--- src/rtl/rtd_code_to_temperature_defines.svh ---
`ifndef RTD_CODE_TO_TEMPERATURE_DEFINES_SVH
`define RTD_CODE_TO_TEMPERATURE_DEFINES_SVH

// same-cycle implication, checked outside reset
`define RTDC_ASSERT_NOW(lbl, ante, cons, msg) \
  lbl: assert property (@(posedge clk) disable iff (!rst_n) (ante) |-> (cons)) \
    else $error(msg);

// next-cycle implication, checked outside reset
`define RTDC_ASSERT_NEXT(lbl, ante, cons, msg) \
  lbl: assert property (@(posedge clk) disable iff (!rst_n) (ante) |=> (cons)) \
    else $error(msg);

`endif

--- src/rtl/rtdc_pkg.sv ---
`timescale 1ns / 1ps
package rtdc_pkg;

  localparam int NUM_W = 45;
  localparam int DIV_W = 18;
  localparam int ROOT_STEPS = 16;

  localparam logic [30:0] K0_DISC  = 31'd1237420918;
  localparam logic [27:0] K1_SLOPE = 28'd162551799;
  localparam logic signed [24:0] A_Q31 = 25'sd8393010;
  localparam logic signed [26:0] F_GAIN = 27'sd49870140;
  localparam logic [19:0] R_LOW  = 20'd10240;
  localparam logic [19:0] R_HIGH = 20'd102400;
  localparam logic [14:0] CODE_FULL = 15'd32767;

  localparam logic [1:0] ST_OK    = 2'd0;
  localparam logic [1:0] ST_FAULT = 2'd1;
  localparam logic [1:0] ST_CODE  = 2'd2;
  localparam logic [1:0] ST_RANGE = 2'd3;

  localparam logic [2:0] ADDR_REF = 3'd0;
  localparam logic [2:0] ADDR_NOM = 3'd4;

  typedef struct packed {
    logic        vld;
    logic [1:0]  status;
    logic [19:0] res;
  } rtdc_meta_t;

endpackage

--- src/rtl/rtdc_root_cell.sv ---
`timescale 1ns / 1ps
module rtdc_root_cell #(
  parameter int STEP = 0
) (
  input  logic                 clk,
  input  logic                 rst_n,
  input  logic                 en,
  input  rtdc_pkg::rtdc_meta_t meta_i,
  input  logic [31:0]          x_i,
  input  logic [31:0]          root_i,
  output rtdc_pkg::rtdc_meta_t meta_o,
  output logic [31:0]          x_o,
  output logic [31:0]          root_o
);

  localparam logic [31:0] BIT = 32'd1 << (30 - 2 * STEP);

  logic [31:0] trial;
  logic [31:0] x_nxt;
  logic [31:0] root_nxt;

  always_comb begin
    trial = root_i + BIT;
    if (x_i >= trial) begin
      x_nxt = x_i - trial;
      root_nxt = (root_i >> 1) + BIT;
    end else begin
      x_nxt = x_i;
      root_nxt = root_i >> 1;
    end
  end

  always_ff @(posedge clk) begin
    if (!rst_n) begin
      meta_o.vld <= 1'b0;
    end else if (en) begin
      meta_o.vld <= meta_i.vld;
    end
    if (en) begin
      meta_o.status <= meta_i.status;
      meta_o.res    <= meta_i.res;
      x_o    <= x_nxt;
      root_o <= root_nxt;
    end
  end

endmodule

--- config.mk ---
export PLATFORM = sky130hd
export DESIGN_NAME = rtdc_root_cell
export DESIGN_NICKNAME = d
export VERILOG_FILES = /design/src/rtl/rtd_code_to_temperature_defines.svh /design/src/rtl/rtdc_pkg.sv /design/src/rtl/rtdc_root_cell.sv
export SDC_FILE = /design/constraint.sdc
export NUM_CORES = 1
export LEC_CHECK = 0
export BUFFER_PORTS_ARGS = -buffer_cell sky130_fd_sc_hd__buf_2
export CAP_MARGIN = 30
export CORE_MARGIN = 8
export CORE_UTILIZATION = 50
export CTS_CLUSTER_DIAMETER = 30
export DETAILED_ROUTE_END_ITERATION = 8
export PLACE_DENSITY_LB_ADDON = 0.05
export SYNTH_ARGS = -nofsm -noshare
export SYNTH_HDL_FRONTEND = slang
export SYNTH_SLANG_ARGS = --single-unit
--- constraint.sdc ---
create_clock -name clk -period 4.04 [get_ports clk]
set_input_delay 0.404 -clock clk [delete_from_list [all_inputs] [get_ports clk]]
set_output_delay 0.404 -clock clk [all_outputs]
set_load 0.01 [all_outputs]
==> run summary <==
Status: completed
Worst setup SP type: input port
Vias in the first global route: 4,012
Critical Path Start: x_i[0]
Synth Area in Adders: 0.08449
CTS H-tree depth: 3
Final instance area: 0.006163 sq mm
Fin Setup TNS: 0 ns
Synth async-reset ratio: 0
Synthesized area: 0.004976 sq mm
Antenna Nets Post-Route: 0
Ant diodes: 0
Clock sink count: 87
Largest family of logic cells by synthesized area: compound AO/OA/AOI/OAI gates
Mux share of post-synthesis cell area: 0.01106
Share of layout cells above drive strength 1: 0.3550
Cell Int Power: 0.001660 W
Wire length per cell: 16.43 microns
Crit Path Max Fanout: 28
Die Span Y: 115.8 microns
Starting Density: 0.5114
CP endpoint kind: register
Post-synth EDFFs: 86
CTS root buf: clkbuf_8
CTS tree: yes
Syn avg cell area: 11.11 sq um
Max-Slew Margin vs Limit: 0.3954
Compound-gate portion of the synthesized area: 0.1888
Sw frac: 0.3024
Clock network power share: 0.255
DR iter-0 viols: 204
CP required: 4.17 ns
Synth unique cells: 61
Final setup fails: 0
Net Sw Power: 0.0007196 W
Antenna violations before repair: 0
Horiz. Die Dim: 115.8 microns
Cell Rows: 36
Yosys warning total: 0
XOR/XNOR Fraction of Synth Area: 0.03520
Area post-placement: 0.005967 sq mm
Area growth from synthesis to layout: 23.86%
Core area: 0.009729 sq mm
Worst reg2reg path startpoint: meta_o[22]$_SDFFE_PN0P_
Drt pass-1 iters: 5
Global Route Usage Sum: 0.1863
Clock Latency Late Sink: 0.37 ns
Sequential share of power: 0.477
Worst clock skew: 0 ns
Hold Path Class: input port to register
#FFs+latches synth: 87
GRT overflow: 0
Most common cell after layout, fill and taps aside: buf_2
Post-DP HPWL: 9791 microns
Final GP Congestion: 0.7965
Syn Nets: 571
Clk buf depth: 2
Min Hold Slack: 0.2085 ns
DR DRC count: 0
Vias per cell: 5.249
Setup bufs post-CTS: 0
Comb pwr share: 0.268
Final Power: 0.002380 W
Final period utilization: 0.7367
Post-synthesis sequential area ratio: 0.5230
Fmax: 336.0 MHz
Worst setup path end: x_o[25]$_DFFE_PP_
Post-synth top flop: edfxtp_1
Final Max Tran Viols: 0
Peak VDD IR: 0.2025 mV
Clock-pin slew on the worst setup and hold paths: 0.09 ns
TritonCTS Buffers: 9
Maxcap violations: 0
Commonest cells after routing, fill and taps aside: buf_2 (175), edfxtp_1 (86), nor2_1 (47)
Via Count: 4,010
Slew @ Worst Pin: 0.9069 ns
DRT Wirelength: 12,550 microns
Post-Synthesis Cells: 448
Die ar.: 0.01340 sq mm
Worst Reg-to-Reg Cells: 2
Final Hold Fails: 0
RSZ-0062 raised after global routing: no
Pwr dens: 386.1 mW/mm^2
Worst R2R End: meta_o[22]$_SDFFE_PN0P_
Final Critical Period: 2.976 ns
Crit Path Class: input port to register
Nets: 749
PostCTS Resize Cnt: 0
Worst path arrival time: 3.11 ns
Leakage: 2.731 nW
First-pass GRT wire length: 19,700 microns
Io pins: 177
Largest net degree at the start of global routing: 72
Internal reg-to-reg setup slack: 3.44 ns
Post-Synth Simple-Gate Area: 0.1091
# port buffers: 176
CTS Hold Bufs: 0
power by group through the flow:
stage          clock network, W  logic [W]  registers [W]
6_report               0.000606   0.000639        0.00113
5_1_grt                0.000653   0.000705        0.00114
4_1_cts                0.000618   0.000643        0.00114
3_5_place_dp                  0   0.000640        0.00116
3_3_place_gp                  0   0.000627        0.00115
2_1_floorplan                 0   0.000354        0.00121
per-layer routing:
| layer | track usage | up-vias | routed length, microns |
|---|---|---|---|
| li1 | - | 2011 | - |
| met1 | 0.2438 | 1850 | 5747 |
| met2 | 0.2906 | 135 | 5449 |
| met3 | 0.05211 | 14 | 1174 |
| met4 | 0.06309 | 0 | 179 |
| met5 | 0 | - | 0 |
sequential cells by signal, summed over array words and instances, names as in the netlist:
register and cells:
x_o 32, meta_o 23, root_o 32
logic make-up (layout without fill, tap and decap cells):
| logic type | after synthesis | count (layout) |
|---|---|---|
| AOI/OAI and AO/OA | 137 | 137 |
| xor gates and xnor gates | 20 | 20 |
| adders and majority gates | 33 | 33 |
| buffers and inverters | 54 | 237 |
| DFF | 87 | 87 |
| muxes | 5 | 5 |
| and+or+nand+nor | 112 | 112 |
worst max-delay path: stages:
cell	delay (ns)
buf_2	0.09
inv_1	0.04
ha_1	0.22
fa_1	0.42
nor2b_1	0.16
o31a_1	0.24
o31ai_4	0.10
a21o_2	0.24
o21ai_2	0.20
o21a_2	0.59
mux2_2	0.42
how the worst min path moves through the flow:
stage	from	endpoint	depth (start not counted)
finish	meta_i[4]	meta_o[4]$_DFFE_PP_	1
CTS	meta_i[1]	meta_o[1]$_DFFE_PP_	1
global placement	meta_o[22]$_SDFFE_PN0P_	meta_o[22]$_SDFFE_PN0P_	2
detailed placement	meta_o[22]$_SDFFE_PN0P_	meta_o[22]$_SDFFE_PN0P_	2
floorplan	meta_i[0]	meta_o[0]$_DFFE_PP_	0
global route	meta_i[1]	meta_o[1]$_DFFE_PP_	1
cell usage after synthesis (2+ instances only):
library cell	n	share of area
a21o_1	11	0.017
o21ai_1	7	0.0070
and3_1	5	0.0063
nand2_1	25	0.019
ha_1	32	0.080
buf_6	3	0.0068
o21ai_0	18	0.018
o31ai_1	7	0.011
o22ai_1	2	0.0025
a21oi_2	12	0.021
and4_1	3	0.0053
nor3_1	6	0.0060
buf_2	3	0.0030
o21a_1	9	0.014
clkbuf_1	3	0.0023
buf_4	3	0.0045
a21oi_1	35	0.035
or3_1	2	0.0025
mux2_1	3	0.0068
nand4_1	5	0.0063
o211ai_1	2	0.0030
a31oi_1	3	0.0038
nor2_1	47	0.035
o21ai_2	3	0.0053
xor2_1	8	0.014
nor4_1	2	0.0025
a221o_1	2	0.0040
edfxtp_1	86	0.52
nand3_1	5	0.0050
o21bai_1	5	0.0075
a211oi_1	4	0.0060
o31a_1	3	0.0053
inv_1	41	0.031
a21boi_0	2	0.0030
xnor2_1	12	0.021
nor2b_1	3	0.0038
or2_2	2	0.0025
cell type report:
class | instances | area, sq um
Timing Repair Buffer | 179 | 905.9
Clock inverter | 7 | 72.57
Fill cell | 839 | 3566
Clock buffer | 9 | 123.9
Multi-Input combinational cell | 307 | 2135
Inverter | 42 | 157.7
Tap cell | 133 | 166.4
Sequential cell | 87 | 2603
stage by stage:
stage          std cells    util  setup slack, ns
6_report             764  0.6335            1.064
5_1_grt              764  0.6335           0.9515
4_1_cts              764  0.6335            1.058
3_5_place_dp         748  0.6133           0.6719
3_3_place_gp         748  0.6133           0.7292
2_1_floorplan        448       -            1.346
(Power assumes the default switching activity.)
