File: src/rtl/rtd_code_to_temperature_defines.svh
`ifndef RTD_CODE_TO_TEMPERATURE_DEFINES_SVH
`define RTD_CODE_TO_TEMPERATURE_DEFINES_SVH

// same-cycle implication, checked outside reset
`define RTDC_ASSERT_NOW(lbl, ante, cons, msg) \
  lbl: assert property (@(posedge clk) disable iff (!rst_n) (ante) |-> (cons)) \
    else $error(msg);

// next-cycle implication, checked outside reset
`define RTDC_ASSERT_NEXT(lbl, ante, cons, msg) \
  lbl: assert property (@(posedge clk) disable iff (!rst_n) (ante) |=> (cons)) \
    else $error(msg);

`endif

File: src/rtl/rtdc_pkg.sv
`timescale 1ns / 1ps
package rtdc_pkg;

  localparam int NUM_W = 45;
  localparam int DIV_W = 18;
  localparam int ROOT_STEPS = 16;

  localparam logic [30:0] K0_DISC  = 31'd1237420918;
  localparam logic [27:0] K1_SLOPE = 28'd162551799;
  localparam logic signed [24:0] A_Q31 = 25'sd8393010;
  localparam logic signed [26:0] F_GAIN = 27'sd49870140;
  localparam logic [19:0] R_LOW  = 20'd10240;
  localparam logic [19:0] R_HIGH = 20'd102400;
  localparam logic [14:0] CODE_FULL = 15'd32767;

  localparam logic [1:0] ST_OK    = 2'd0;
  localparam logic [1:0] ST_FAULT = 2'd1;
  localparam logic [1:0] ST_CODE  = 2'd2;
  localparam logic [1:0] ST_RANGE = 2'd3;

  localparam logic [2:0] ADDR_REF = 3'd0;
  localparam logic [2:0] ADDR_NOM = 3'd4;

  typedef struct packed {
    logic        vld;
    logic [1:0]  status;
    logic [19:0] res;
  } rtdc_meta_t;

endpackage

File: src/rtl/rtdc_div_cell.sv
`timescale 1ns / 1ps
module rtdc_div_cell (
  input  logic                         clk,
  input  logic                         rst_n,
  input  logic                         en,
  input  logic [rtdc_pkg::DIV_W-1:0]   div_i,
  input  rtdc_pkg::rtdc_meta_t         meta_i,
  input  logic [rtdc_pkg::NUM_W-1:0]   num_i,
  input  logic [rtdc_pkg::NUM_W-1:0]   quo_i,
  input  logic [rtdc_pkg::DIV_W-1:0]   rem_i,
  output rtdc_pkg::rtdc_meta_t         meta_o,
  output logic [rtdc_pkg::NUM_W-1:0]   num_o,
  output logic [rtdc_pkg::NUM_W-1:0]   quo_o,
  output logic [rtdc_pkg::DIV_W-1:0]   rem_o
);

  logic [rtdc_pkg::DIV_W:0]   trial;
  logic                       ge;
  logic [rtdc_pkg::DIV_W-1:0] rem_nxt;

  always_comb begin
    trial = {rem_i, num_i[rtdc_pkg::NUM_W-1]};
    ge = (trial >= {1'b0, div_i});
    if (ge) begin
      rem_nxt = rtdc_pkg::DIV_W'(trial - {1'b0, div_i});
    end else begin
      rem_nxt = trial[rtdc_pkg::DIV_W-1:0];
    end
  end

  always_ff @(posedge clk) begin
    if (!rst_n) begin
      meta_o.vld <= 1'b0;
    end else if (en) begin
      meta_o.vld <= meta_i.vld;
    end
    if (en) begin
      meta_o.status <= meta_i.status;
      meta_o.res    <= meta_i.res;
      num_o <= {num_i[rtdc_pkg::NUM_W-2:0], 1'b0};
      quo_o <= {quo_i[rtdc_pkg::NUM_W-2:0], ge};
      rem_o <= rem_nxt;
    end
  end

endmodule

File: config.mk
export PLATFORM = sky130hd
export DESIGN_NAME = rtdc_div_cell
export DESIGN_NICKNAME = d
export VERILOG_FILES = /design/src/rtl/rtd_code_to_temperature_defines.svh /design/src/rtl/rtdc_pkg.sv /design/src/rtl/rtdc_div_cell.sv
export SDC_FILE = /design/constraint.sdc
export NUM_CORES = 1
export LEC_CHECK = 0
export ABC_AREA = 1
export BUFFER_PORTS_ARGS = -buffer_cell sky130_fd_sc_hd__buf_2
export CAP_MARGIN = 20
export CORE_ASPECT_RATIO = 0.7
export CORE_MARGIN = 4
export CORE_UTILIZATION = 30
export CTS_CLUSTER_SIZE = 28
export DETAILED_ROUTE_END_ITERATION = 7
export HOLD_SLACK_MARGIN = 0.03
export PLACE_DENSITY = 0.63
export SYNTH_ARGS = -nofsm -noshare
export SYNTH_HDL_FRONTEND = slang
export SYNTH_SLANG_ARGS = --single-unit
File: constraint.sdc
create_clock -name clk -period 6.2 [get_ports clk]
set_clock_uncertainty 0.1 [all_clocks]
set_input_delay 1.24 -clock clk [delete_from_list [all_inputs] [get_ports clk]]
set_output_delay 1.24 -clock clk [all_outputs]
set_load 0.005 [all_outputs]
==> flow_summary_export.csv, run 1 <==
group,metric,value,unit
floorplanning,die_y,121,µm
sta,maxSlewViolCount,0,
min_path,hp-start,"meta_o[22]",
sta,worst_slew_pin_slew,0.811,ns
finish,antenna_cells,0,
route,finalWirelength,15.1,mm
floorplanning,rows,40,
finish,fillers,1660,
critical_path,crit_type,"input pin to flip-flop",
critical_path,cp_slowest_cell,"nand4_2",
critical_path,startpoint,"div_i[13]",
critical_path,crit_fanout,20,
route,vias,4141,
clock_tree,cts_sinks,130,
critical_path,end_kind,"flip-flop",
finish,area_growth,41.4,%
finish,regArea,3890,µm²
clock_tree,cts-hold-fix-buffers,0,
route,postRouteAntennaNets,0,
pwr,ir_drop,0.147,mV
clock_tree,root_buffer,"clkbuf_16",
critical_path,startpoint_type,"input pin",
finish,final_util,43.9,%
critical_path,crit_buf_inv,3,
sta,rsz0062_at_grt,"no",
sta,hold_ws,0.435,ns
yosys,yosysUniqueCellTypes,27,
floorplanning,core,17500,µm²
critical_path,crit_family,"simple AND/OR/NAND/NOR gates",
critical_path,r2r-start,"meta_o[22]",
clock_tree,cts_tree,"built",
yosys,synth_edf_count,129,
pwr,p_seq_share,45.2,%
finish,drive_above_1_share,45.6,%
run_status,status,"completed",
pwr,power_density,310,nW/µm²
finish,final_common_cell,"buf_2",
critical_path,r2r_slack,5.46,ns
clock_tree,htreeDepth,4,
route,firstDrtPassIters,4,
place,hpwl,11.6,mm
yosys,ys_ff_latch,130,
place,placed_cells_incl_taps,932,
global_routing,grt_pass1_wl,22.1,mm
critical_path,arrival,3.16,ns
yosys,syn_avg_cell_area,12.8,µm²
sta,setup_tns,0,ns
pwr,leakagePower,3.62,nW
finish,layout_common_cells,"279 x buf_2, 129 x edfxtp_1, 112 x nand2_1",
min_path,hold_class,"flip-flop to flip-flop",
finish,instances_no_fill,964,
place,numPortBuffers,280,
critical_path,required,6.27,ns
clock_tree,postCtsResizedCells,0,
pwr,clock_power_share,42.1,%
sta,layout_setup_ws,3.11,ns
floorplanning,die_width,169,µm
yosys,syn-instance-count,425,
critical_path,path_cells,"buf_2, inv_1, ha_1, nand2_1, inv_2, nand2_1, nand2_1, a21oi_1, nand4_2, nand3_1, nand2_1",
sta,finalHoldViolations,0,
yosys,synth_flop_cell,"edfxtp_1",
sta,max_freq,323,MHz
route,wire_per_inst,15.7,µm
clock_tree,clk_latency,0.41,ns
yosys,ys_warn_count,0,
sta,slew_headroom,46.0,%
critical_path,crit_path_frequent_cell,"nand2_1",
route,vias_per_cell,4.30,
floorplanning,ios,283,
finish,layout.nets,891,
yosys,syn_nets,596,
global_routing,overflow,0,
yosys,ys_seq_area_share,71.8,%
route,initialDrtViolationCount,324,
sta,min_period,3.09,ns
pwr,netSwitchingPower,0.000615,W
yosys,synth_area,5430,µm²
global_routing,first_global_vias,4000,
pwr,p_int,0.00176,W
floorplanning,die_area,20300,µm²
pwr,p_comb_share,12.8,%
clock_tree,clk_pin_slew_worst_paths,0.07,ns
pwr,power_switching_share,25.8,%
sta,final-setup-viol-count,0,
place,gp_congestion,0.786,
global_routing,antenna_found_initial,0,
yosys,synthArstFlopShare,0,%
critical_path,slowest_delay,0.50,ns
global_routing,grt_max_degree,68,
place,dpl_worst_slack,2.66,ns
finish,multi_input_area,1290,µm²
clock_tree,clk_path_buf_depth,2,
route,drc,0,
sta,fin_crit_sh,49.9,%
global_routing,grt_util_all_layers,14.3,%
clock_tree,numCtsBuffers,17,
run,maxCapViolCount,0,
floorplanning,initial_core_util,31.1,%
clock_tree,cts_setup_buffers,0,
layout make-up:
| type | instances | share of cell area [%] |
|---|---|---|
| Clock inverter | 15 | 2.10 |
| Clock buffer | 17 | 5.54 |
| Tap cell | 231 | 3.77 |
| Sequential cell | 130 | 50.8 |
| Inverter | 52 | 2.54 |
| Timing Repair Buffer | 281 | 18.4 |
| Multi-Input combinational cell | 238 | 16.8 |
kinds of logic (layout without fill, tap and decap cells):
group / Yosys count / after routing / share of synthesized area [%]
AOI/OAI and AO/OA: 15 / 15 / 1.84
xor gates and xnor gates: 8 / 8 / 1.29
adders and majority gates: 19 / 19 / 4.52
buffers and inverters: 57 / 365 / 4.43
DFF: 130 / 130 / 71.8
other: 1 / 1 / 0.0691
and+or+nand+nor: 195 / 195 / 16.1
layer usage:
layer | track usage, % | routed length, µm | share of wire [%]
met1 | 17.6 | 6360 | 42
met2 | 24.0 | 7490 | 49
met3 | 4.80 | 1120 | 7.4
met4 | 4.16 | 174 | 1.1
met5 | 0 | 0 | 0
per-stage QoR:
| step | power (W) | cell area [µm²] |
|---|---|---|
| after floorplan | 0.00123 | 5430 |
| after detailed placement | 0.00140 | 7090 |
| after global placement | 0.00140 | 7090 |
| after CTS | 0.00242 | 7670 |
| after global routing | 0.00250 | 7670 |
| final | 0.00238 | 7670 |
registers in the layout (all words and copies together), names as in the netlist:
name	flops
quo_o	45
num_o	44
meta_o	23
rem_o	18
worst paths after layout:
path         cells past startpoint         end
max reg2reg                      2  meta_o[22]
max                             11   rem_o[15]
min reg2reg                      2  meta_o[22]
min                              2  meta_o[22]
cells in the mapped netlist, types with 3 or more instances:
cell type / count / area (µm²)
a21oi_1: 9 / 45.0
nand2_1: 112 / 420
inv_2: 3 / 11.3
nor3_1: 3 / 15.0
inv_1: 49 / 184
buf_4: 3 / 22.5
ha_1: 18 / 225
xor2_1: 8 / 70.1
nor2_2: 5 / 31.3
nand2_2: 5 / 31.3
nor2_1: 21 / 78.8
edfxtp_1: 129 / 3870
nand3_1: 33 / 165
nand3b_1: 9 / 67.6
power by group through the flow:
stage / sequential [W] / clock (W) / combinational (W)
global route: 0.00108 / 0.00108 / 0.000341
floorplan: 0.00111 / 0 / 0.000120
CTS: 0.00108 / 0.00104 / 0.000310
detailed placement: 0.00109 / 0 / 0.000309
finish: 0.00108 / 0.00100 / 0.000303
global placement: 0.00109 / 0 / 0.000305
tightest hold or removal path, stage by stage, from the launching register on:
cell and delay [ns]:
dfxtp_1 0.31, o21ai_0 0.15, a21oi_1 0.04
(Power assumes the default switching activity.)
==> inputs of run 2 (changes only) <==
ABC_AREA = 0   (was 1)
PLACE_DENSITY = 0.65   (was 0.63)
clock period = 2.7 ns   (was 6.2 ns; I/O delays follow)
==> flow_summary_export.csv, run 2 <==
group,metric,value,unit
run_status,status,"completed",
place,gp_congestion,0.825,
yosys,synth_area_leaders,"edfxtp_1 73%, ha_1 4.2%, mux2_4 1.7%, inv_1 1.6%, mux2_2 1.5%",
yosys,yosysUniqueCellTypes,54,
critical_path,arrival,2.61,ns
yosys,synth_common_cells,"129 x edfxtp_1, 23 x inv_1, 18 x ha_1, 12 x a21oi_1, 12 x nor2_1",
floorplanning,initial_core_util,30.9,%
route,drc,0,
route,finalWirelength,14.1,mm
yosys,yosysTopAreaCell,"edfxtp_1",
route,initialDrtViolationCount,212,
sta,max_freq,392,MHz
pwr,power_density,707,nW/µm²
finish,top_regs,"quo_o (45), num_o (44), meta_o (23)",
global_routing,antenna_found_initial,0,
sta,finalHoldViolations,0,
floorplanning,die_width,168,µm
finish,layout_common_cells,"279 x buf_2, 129 x edfxtp_1, 39 x buf_4",
finish,final_util,45.8,%
sta,maxSlewViolCount,0,
route,wire_per_inst,15.7,µm
critical_path,crit_fanout,3,
clock_tree,cts-hold-fix-buffers,0,
min_path,hp-start,"meta_i[20]",
finish,antenna_cells,0,
global_routing,grt_max_degree,72,
critical_path,required,2.76,ns
floorplanning,core,17300,µm²
pwr,leakagePower,3.56,nW
critical_path,end_kind,"flip-flop",
global_routing,grt_util_all_layers,13.7,%
sta,rsz0062_at_grt,"no",
global_routing,grt_pass1_wl,21.6,mm
finish,instances_no_fill,896,
clock_tree,clk_path_buf_depth,2,
place,placed_cells_incl_taps,864,
yosys,ys_ff_latch,130,
min_path,min_delay_path_depth,1,
min_path,min_to,"meta_o[20]",
finish,layout.nets,823,
clock_tree,cts_tree,"built",
yosys,synthArstFlopShare,0,%
route,postRouteAntennaNets,0,
finish,largest_reg_flops,45,
yosys,ys_warn_count,0,
route,firstDrtPassIters,4,
yosys,synth_flop_cell,"edfxtp_1",
pwr,ir_drop,0.387,mV
sta,final-setup-viol-count,0,
finish,regArea,3890,µm²
place,hpwl,11.0,mm
critical_path,startpoint_type,"input pin",
finish,area_growth,48.3,%
finish,final_common_cell,"buf_2",
min_path,hold_class,"input pin to flip-flop",
critical_path,crit_type,"input pin to flip-flop",
route,vias_per_cell,4.39,
clock_tree,root_buffer,"clkbuf_16",
floorplanning,die_area,20000,µm²
clock_tree,postCtsResizedCells,0,
yosys,synth_area,5340,µm²
finish,multi_input_area,1310,µm²
place,numPortBuffers,280,
critical_path,r2r_slack,2.01,ns
yosys,syn-instance-count,320,
clock_tree,numCtsBuffers,17,
yosys,syn_avg_cell_area,16.7,µm²
global_routing,first_global_vias,4096,
sta,fin_crit_sh,94.6,%
clock_tree,cts_sinks,130,
clock_tree,cts_setup_buffers,0,
yosys,synth_edf_count,129,
global_routing,overflow,0,
yosys,syn_nets,491,
clock_tree,clk_pin_slew_worst_paths,0.07,ns
floorplanning,die_y,120,µm
critical_path,worstReg2RegEnd,"meta_o[22]",
floorplanning,ios,283,
sta,min_period,2.55,ns
yosys,ys_seq_area_share,72.9,%
clock_tree,clk_latency,0.40,ns
floorplanning,rows,40,
sta,setup_tns,0,ns
yosys,synth_top_area_share,72.5,%
finish,fillers,1602,
finish,largest_register,"quo_o",
finish,drive_above_1_share,56.5,%
yosys,synth.most_common_cell,"edfxtp_1",
route,vias,3929,
run,maxCapViolCount,0,
critical_path,worst_r2r_path_depth,2,
clock_tree,htreeDepth,4,
critical_path,r2r-start,"meta_o[22]",
## run 2: changes by cell type after synthesis, sizes merged, moves of 4 or more
cell    previous run  this run
nor2              26        13
nand3b             9         0
a21o               0        10
mux2               0        15
xnor2              0         6
mux2i              0         5
inv               52        24
o21ai              3         8
o211ai             0         4
nand3             34         5
nor2b              0         4
nand2            119        11
a211oi             0         4
## run 2: final cells by class
class	instances	area share, %
sequential	130	49.1
timing repair buffer	321	22.0
multi-input combinational	158	16.5
clock buffer	18	5.42
tap	231	3.65
clock inverter	14	2.18
inverter	24	1.17
## run 2: worst max path at each step
stage	slack [ns]	endpoint	cells after the start	startpoint
2_1_floorplan	0.002	rem_o[10]	10	div_i[4]
3_3_place_gp	-0.25	rem_o[12]	11	num_i[44]
3_5_place_dp	-0.26	rem_o[12]	11	num_i[44]
4_1_cts	0.16	rem_o[12]	11	num_i[44]
5_1_grt	0.04	rem_o[12]	11	num_i[44]
6_report	0.15	rem_o[12]	11	num_i[44]
## run 2: kinds of logic (layout without fill, tap and decap cells)
logic type / count (synthesis) / count (layout) / share of synthesized area (%)
AO/OA/AOI/OAI: 57 / 57 / 8.17
XOR/XNOR: 11 / 11 / 1.80
adder cells (fa/ha/maj): 19 / 19 / 4.59
buffers and inverters: 32 / 377 / 2.81
flip-flops: 130 / 130 / 72.9
multiplexers: 20 / 20 / 4.52
other: 1 / 1 / 0.0702
AND/OR/NAND/NOR: 50 / 50 / 5.15
## run 2: stage by stage
step | power (W) | hold slack [ns] | area [µm²] | setup slack (ns)
floorplan | 0.00285 | 0.407 | 5350 | 0.00177
global placement | 0.00330 | 0.402 | 7320 | -0.249
detailed placement | 0.00332 | 0.424 | 7320 | -0.264
CTS | 0.00569 | 0.176 | 7920 | 0.160
global route | 0.00587 | 0.173 | 7920 | 0.0385
finish | 0.00560 | 0.200 | 7920 | 0.147
## run 2: per-layer routing
metal / part of all wire [%] / routed length (µm) / track usage [%] / vias up
met2: 49 / 6910 / 23.1 / 163
met3: 7.3 / 1030 / 4.58 / 13
met4: 0.89 / 126 / 3.55 / 0
met5: 0 / 0 / 0 / -
met1: 43 / 6020 / 16.9 / 1858
li1: - / - / - / 1895
## run 2: critical path, cell delays in order
cell	delay, ns
buf_2	0.10
inv_1	0.07
ha_1	0.17
inv_1	0.06
fa_2	0.34
a21o_1	0.21
a221o_1	0.35
a21oi_2	0.20
o21ai_0	0.14
xor2_1	0.16
mux2_4	0.26
## run 2: power by group
part	switching [W]	total, W	internal, W
registers	0.0000419	0.00247	0.00243
clock network	0.000939	0.00233	0.00139
logic	0.000374	0.000792	0.000418
total	0.00136	0.00560	0.00424
==> inputs of run 3 (changes only) <==
PLACE_DENSITY = 0.68   (was 0.65)
==> flow_summary_export.csv, run 3 (synthesis gave the netlist of run 2 again) <==
group,metric,value,unit
place,hpwl,11.5,mm
floorplanning,initial_core_util,30.9,%
clock_tree,cts-hold-fix-buffers,0,
critical_path,worst-path-stages,11,
critical_path,crit_buf_inv,3,
clock_tree,htreeDepth,4,
place,placed_cells_incl_taps,868,
route,initialDrtViolationCount,220,
critical_path,slowest_delay,0.37,ns
place,numPortBuffers,280,
critical_path,crit_path_frequent_cell,"inv_1",
route,drc,0,
global_routing,grt_max_degree,42,
critical_path,startpoint_type,"input pin",
critical_path,cp_slowest_cell,"a221o_1",
clock_tree,numCtsBuffers,17,
sta,final-setup-viol-count,0,
finish,top_regs,"quo_o (45), num_o (44), meta_o (23)",
place,place_area,7360,µm²
sta,max_freq,389,MHz
clock_tree,clk_latency,0.41,ns
sta,min_period,2.57,ns
route,firstDrtPassIters,4,
floorplanning,die_y,120,µm
global_routing,overflow,0,
floorplanning,die_width,168,µm
pwr,leakagePower,3.57,nW
floorplanning,ios,283,
finish,fillers,1637,
critical_path,end_kind,"flip-flop",
pwr,finalPower,0.00550,W
route,postRouteAntennaNets,0,
finish,largest_reg_flops,45,
finish,final_common_cell,"buf_2",
critical_path,path_cells,"buf_2, inv_1, ha_1, inv_1, fa_2, a21o_1, a221o_1, a21oi_2, o21ai_0, xor2_1, mux2_4",
clock_tree,cts_setup_buffers,0,
sta,fin_crit_sh,95.3,%
pwr,ir_drop,0.287,mV
sta,rsz0062_at_grt,"no",
critical_path,arrival,2.64,ns
finish,drive_above_1_share,57.1,%
global_routing,first_global_vias,4020,
run_status,status,"completed",
finish,instances_no_fill,900,
min_path,hold_class,"input pin to flip-flop",
finish,layout_common_cells,"279 x buf_2, 129 x edfxtp_1, 42 x buf_4",
sta,maxSlewViolCount,0,
floorplanning,rows,40,
critical_path,worst_r2r_path_depth,2,
pwr,power_density,693,nW/µm²
floorplanning,core,17300,µm²
route,finalWirelength,14.8,mm
finish,final_util,45.8,%
floorplanning,die_area,20000,µm²
global_routing,grt_pass1_wl,22.0,mm
min_path,min_delay_path_depth,1,
finish,largest_register,"quo_o",
place,gp_congestion,0.795,
finish,area_growth,48.6,%
finish,antenna_cells,0,
sta,finalHoldViolations,0,
route,vias,3950,
clock_tree,postCtsResizedCells,0,
critical_path,crit_family,"compound AO/OA/AOI/OAI gates",
global_routing,antenna_found_initial,0,
critical_path,crit_type,"input pin to flip-flop",
run,maxCapViolCount,0,
route,vias_per_cell,4.39,
finish,layout.nets,827,
route,wire_per_inst,16.4,µm
clock_tree,cts_sinks,130,
critical_path,crit_fanout,3,
critical_path,required,2.77,ns
clock_tree,root_buffer,"clkbuf_16",
clock_tree,cts_tree,"built",
finish,final_area,7940,µm²
clock_tree,clk_pin_slew_worst_paths,0.07,ns
global_routing,grt_util_all_layers,14.3,%
clock_tree,clk_path_buf_depth,2,
run 3: cell count changes in the layout (fill, tap and decap cells not counted), moves of 2 or more:
cell / before / now
clkinv_4: 3 / 1
buf_4: 39 / 42
bufinv_16: 2 / 0
inv_8: 1 / 5
run 3: final timing paths:
path                            slack [ns]         end       start
worst max register to register        2.00  meta_o[22]  meta_o[22]
worst min-delay path                  0.20    num_o[7]    num_i[6]
worst min register to register        0.44  meta_o[22]  meta_o[22]
worst max-delay path                  0.13   rem_o[12]   num_i[44]
run 3: power breakdown:
group	internal (W)	switching (W)	total, W	leakage (nW)
combinational	0.000426	0.000383	0.000809	2.03
clock	0.00122	0.000993	0.00222	0.273
sequential	0.00243	0.0000430	0.00247	1.27
total	0.00408	0.00142	0.00550	3.57
run 3: worst register-to-register path, cell delays in order (launching register included):
cell	delay (ns)
dfxtp_1	0.31
mux2i_1	0.12
nor2b_1	0.06
run 3: metal layers:
| metal | vias up | global-route usage, % | wire length [µm] |
|---|---|---|---|
| met5 | - | 0 | 0 |
| met4 | 0 | 4.16 | 170 |
| met3 | 17 | 4.74 | 1090 |
| met2 | 161 | 24.0 | 7340 |
| met1 | 1868 | 17.6 | 6210 |
| li1 | 1904 | - | - |
run 3: through the flow:
step | hold slack, ns | TNS [ns] | worst slack [ns]
final | 0.198 | 0 | 0.127
after global routing | 0.167 | 0 | 0.0258
after CTS | 0.168 | 0 | 0.149
after detailed placement | 0.426 | -2.87 | -0.303
after global placement | 0.393 | -2.44 | -0.254
after floorplan | 0.407 | 0 | 0.00177
run 3: area by class of cell:
class / count / area [µm²] / area share (%)
Multi-Input combinational cell: 158 / 1310 / 16.5
Clock buffer: 17 / 425 / 5.36
Sequential cell: 130 / 3890 / 49.0
Timing Repair Buffer: 325 / 1780 / 22.5
Tap cell: 231 / 289 / 3.64
Inverter: 24 / 92.6 / 1.17
Clock inverter: 15 / 144 / 1.81
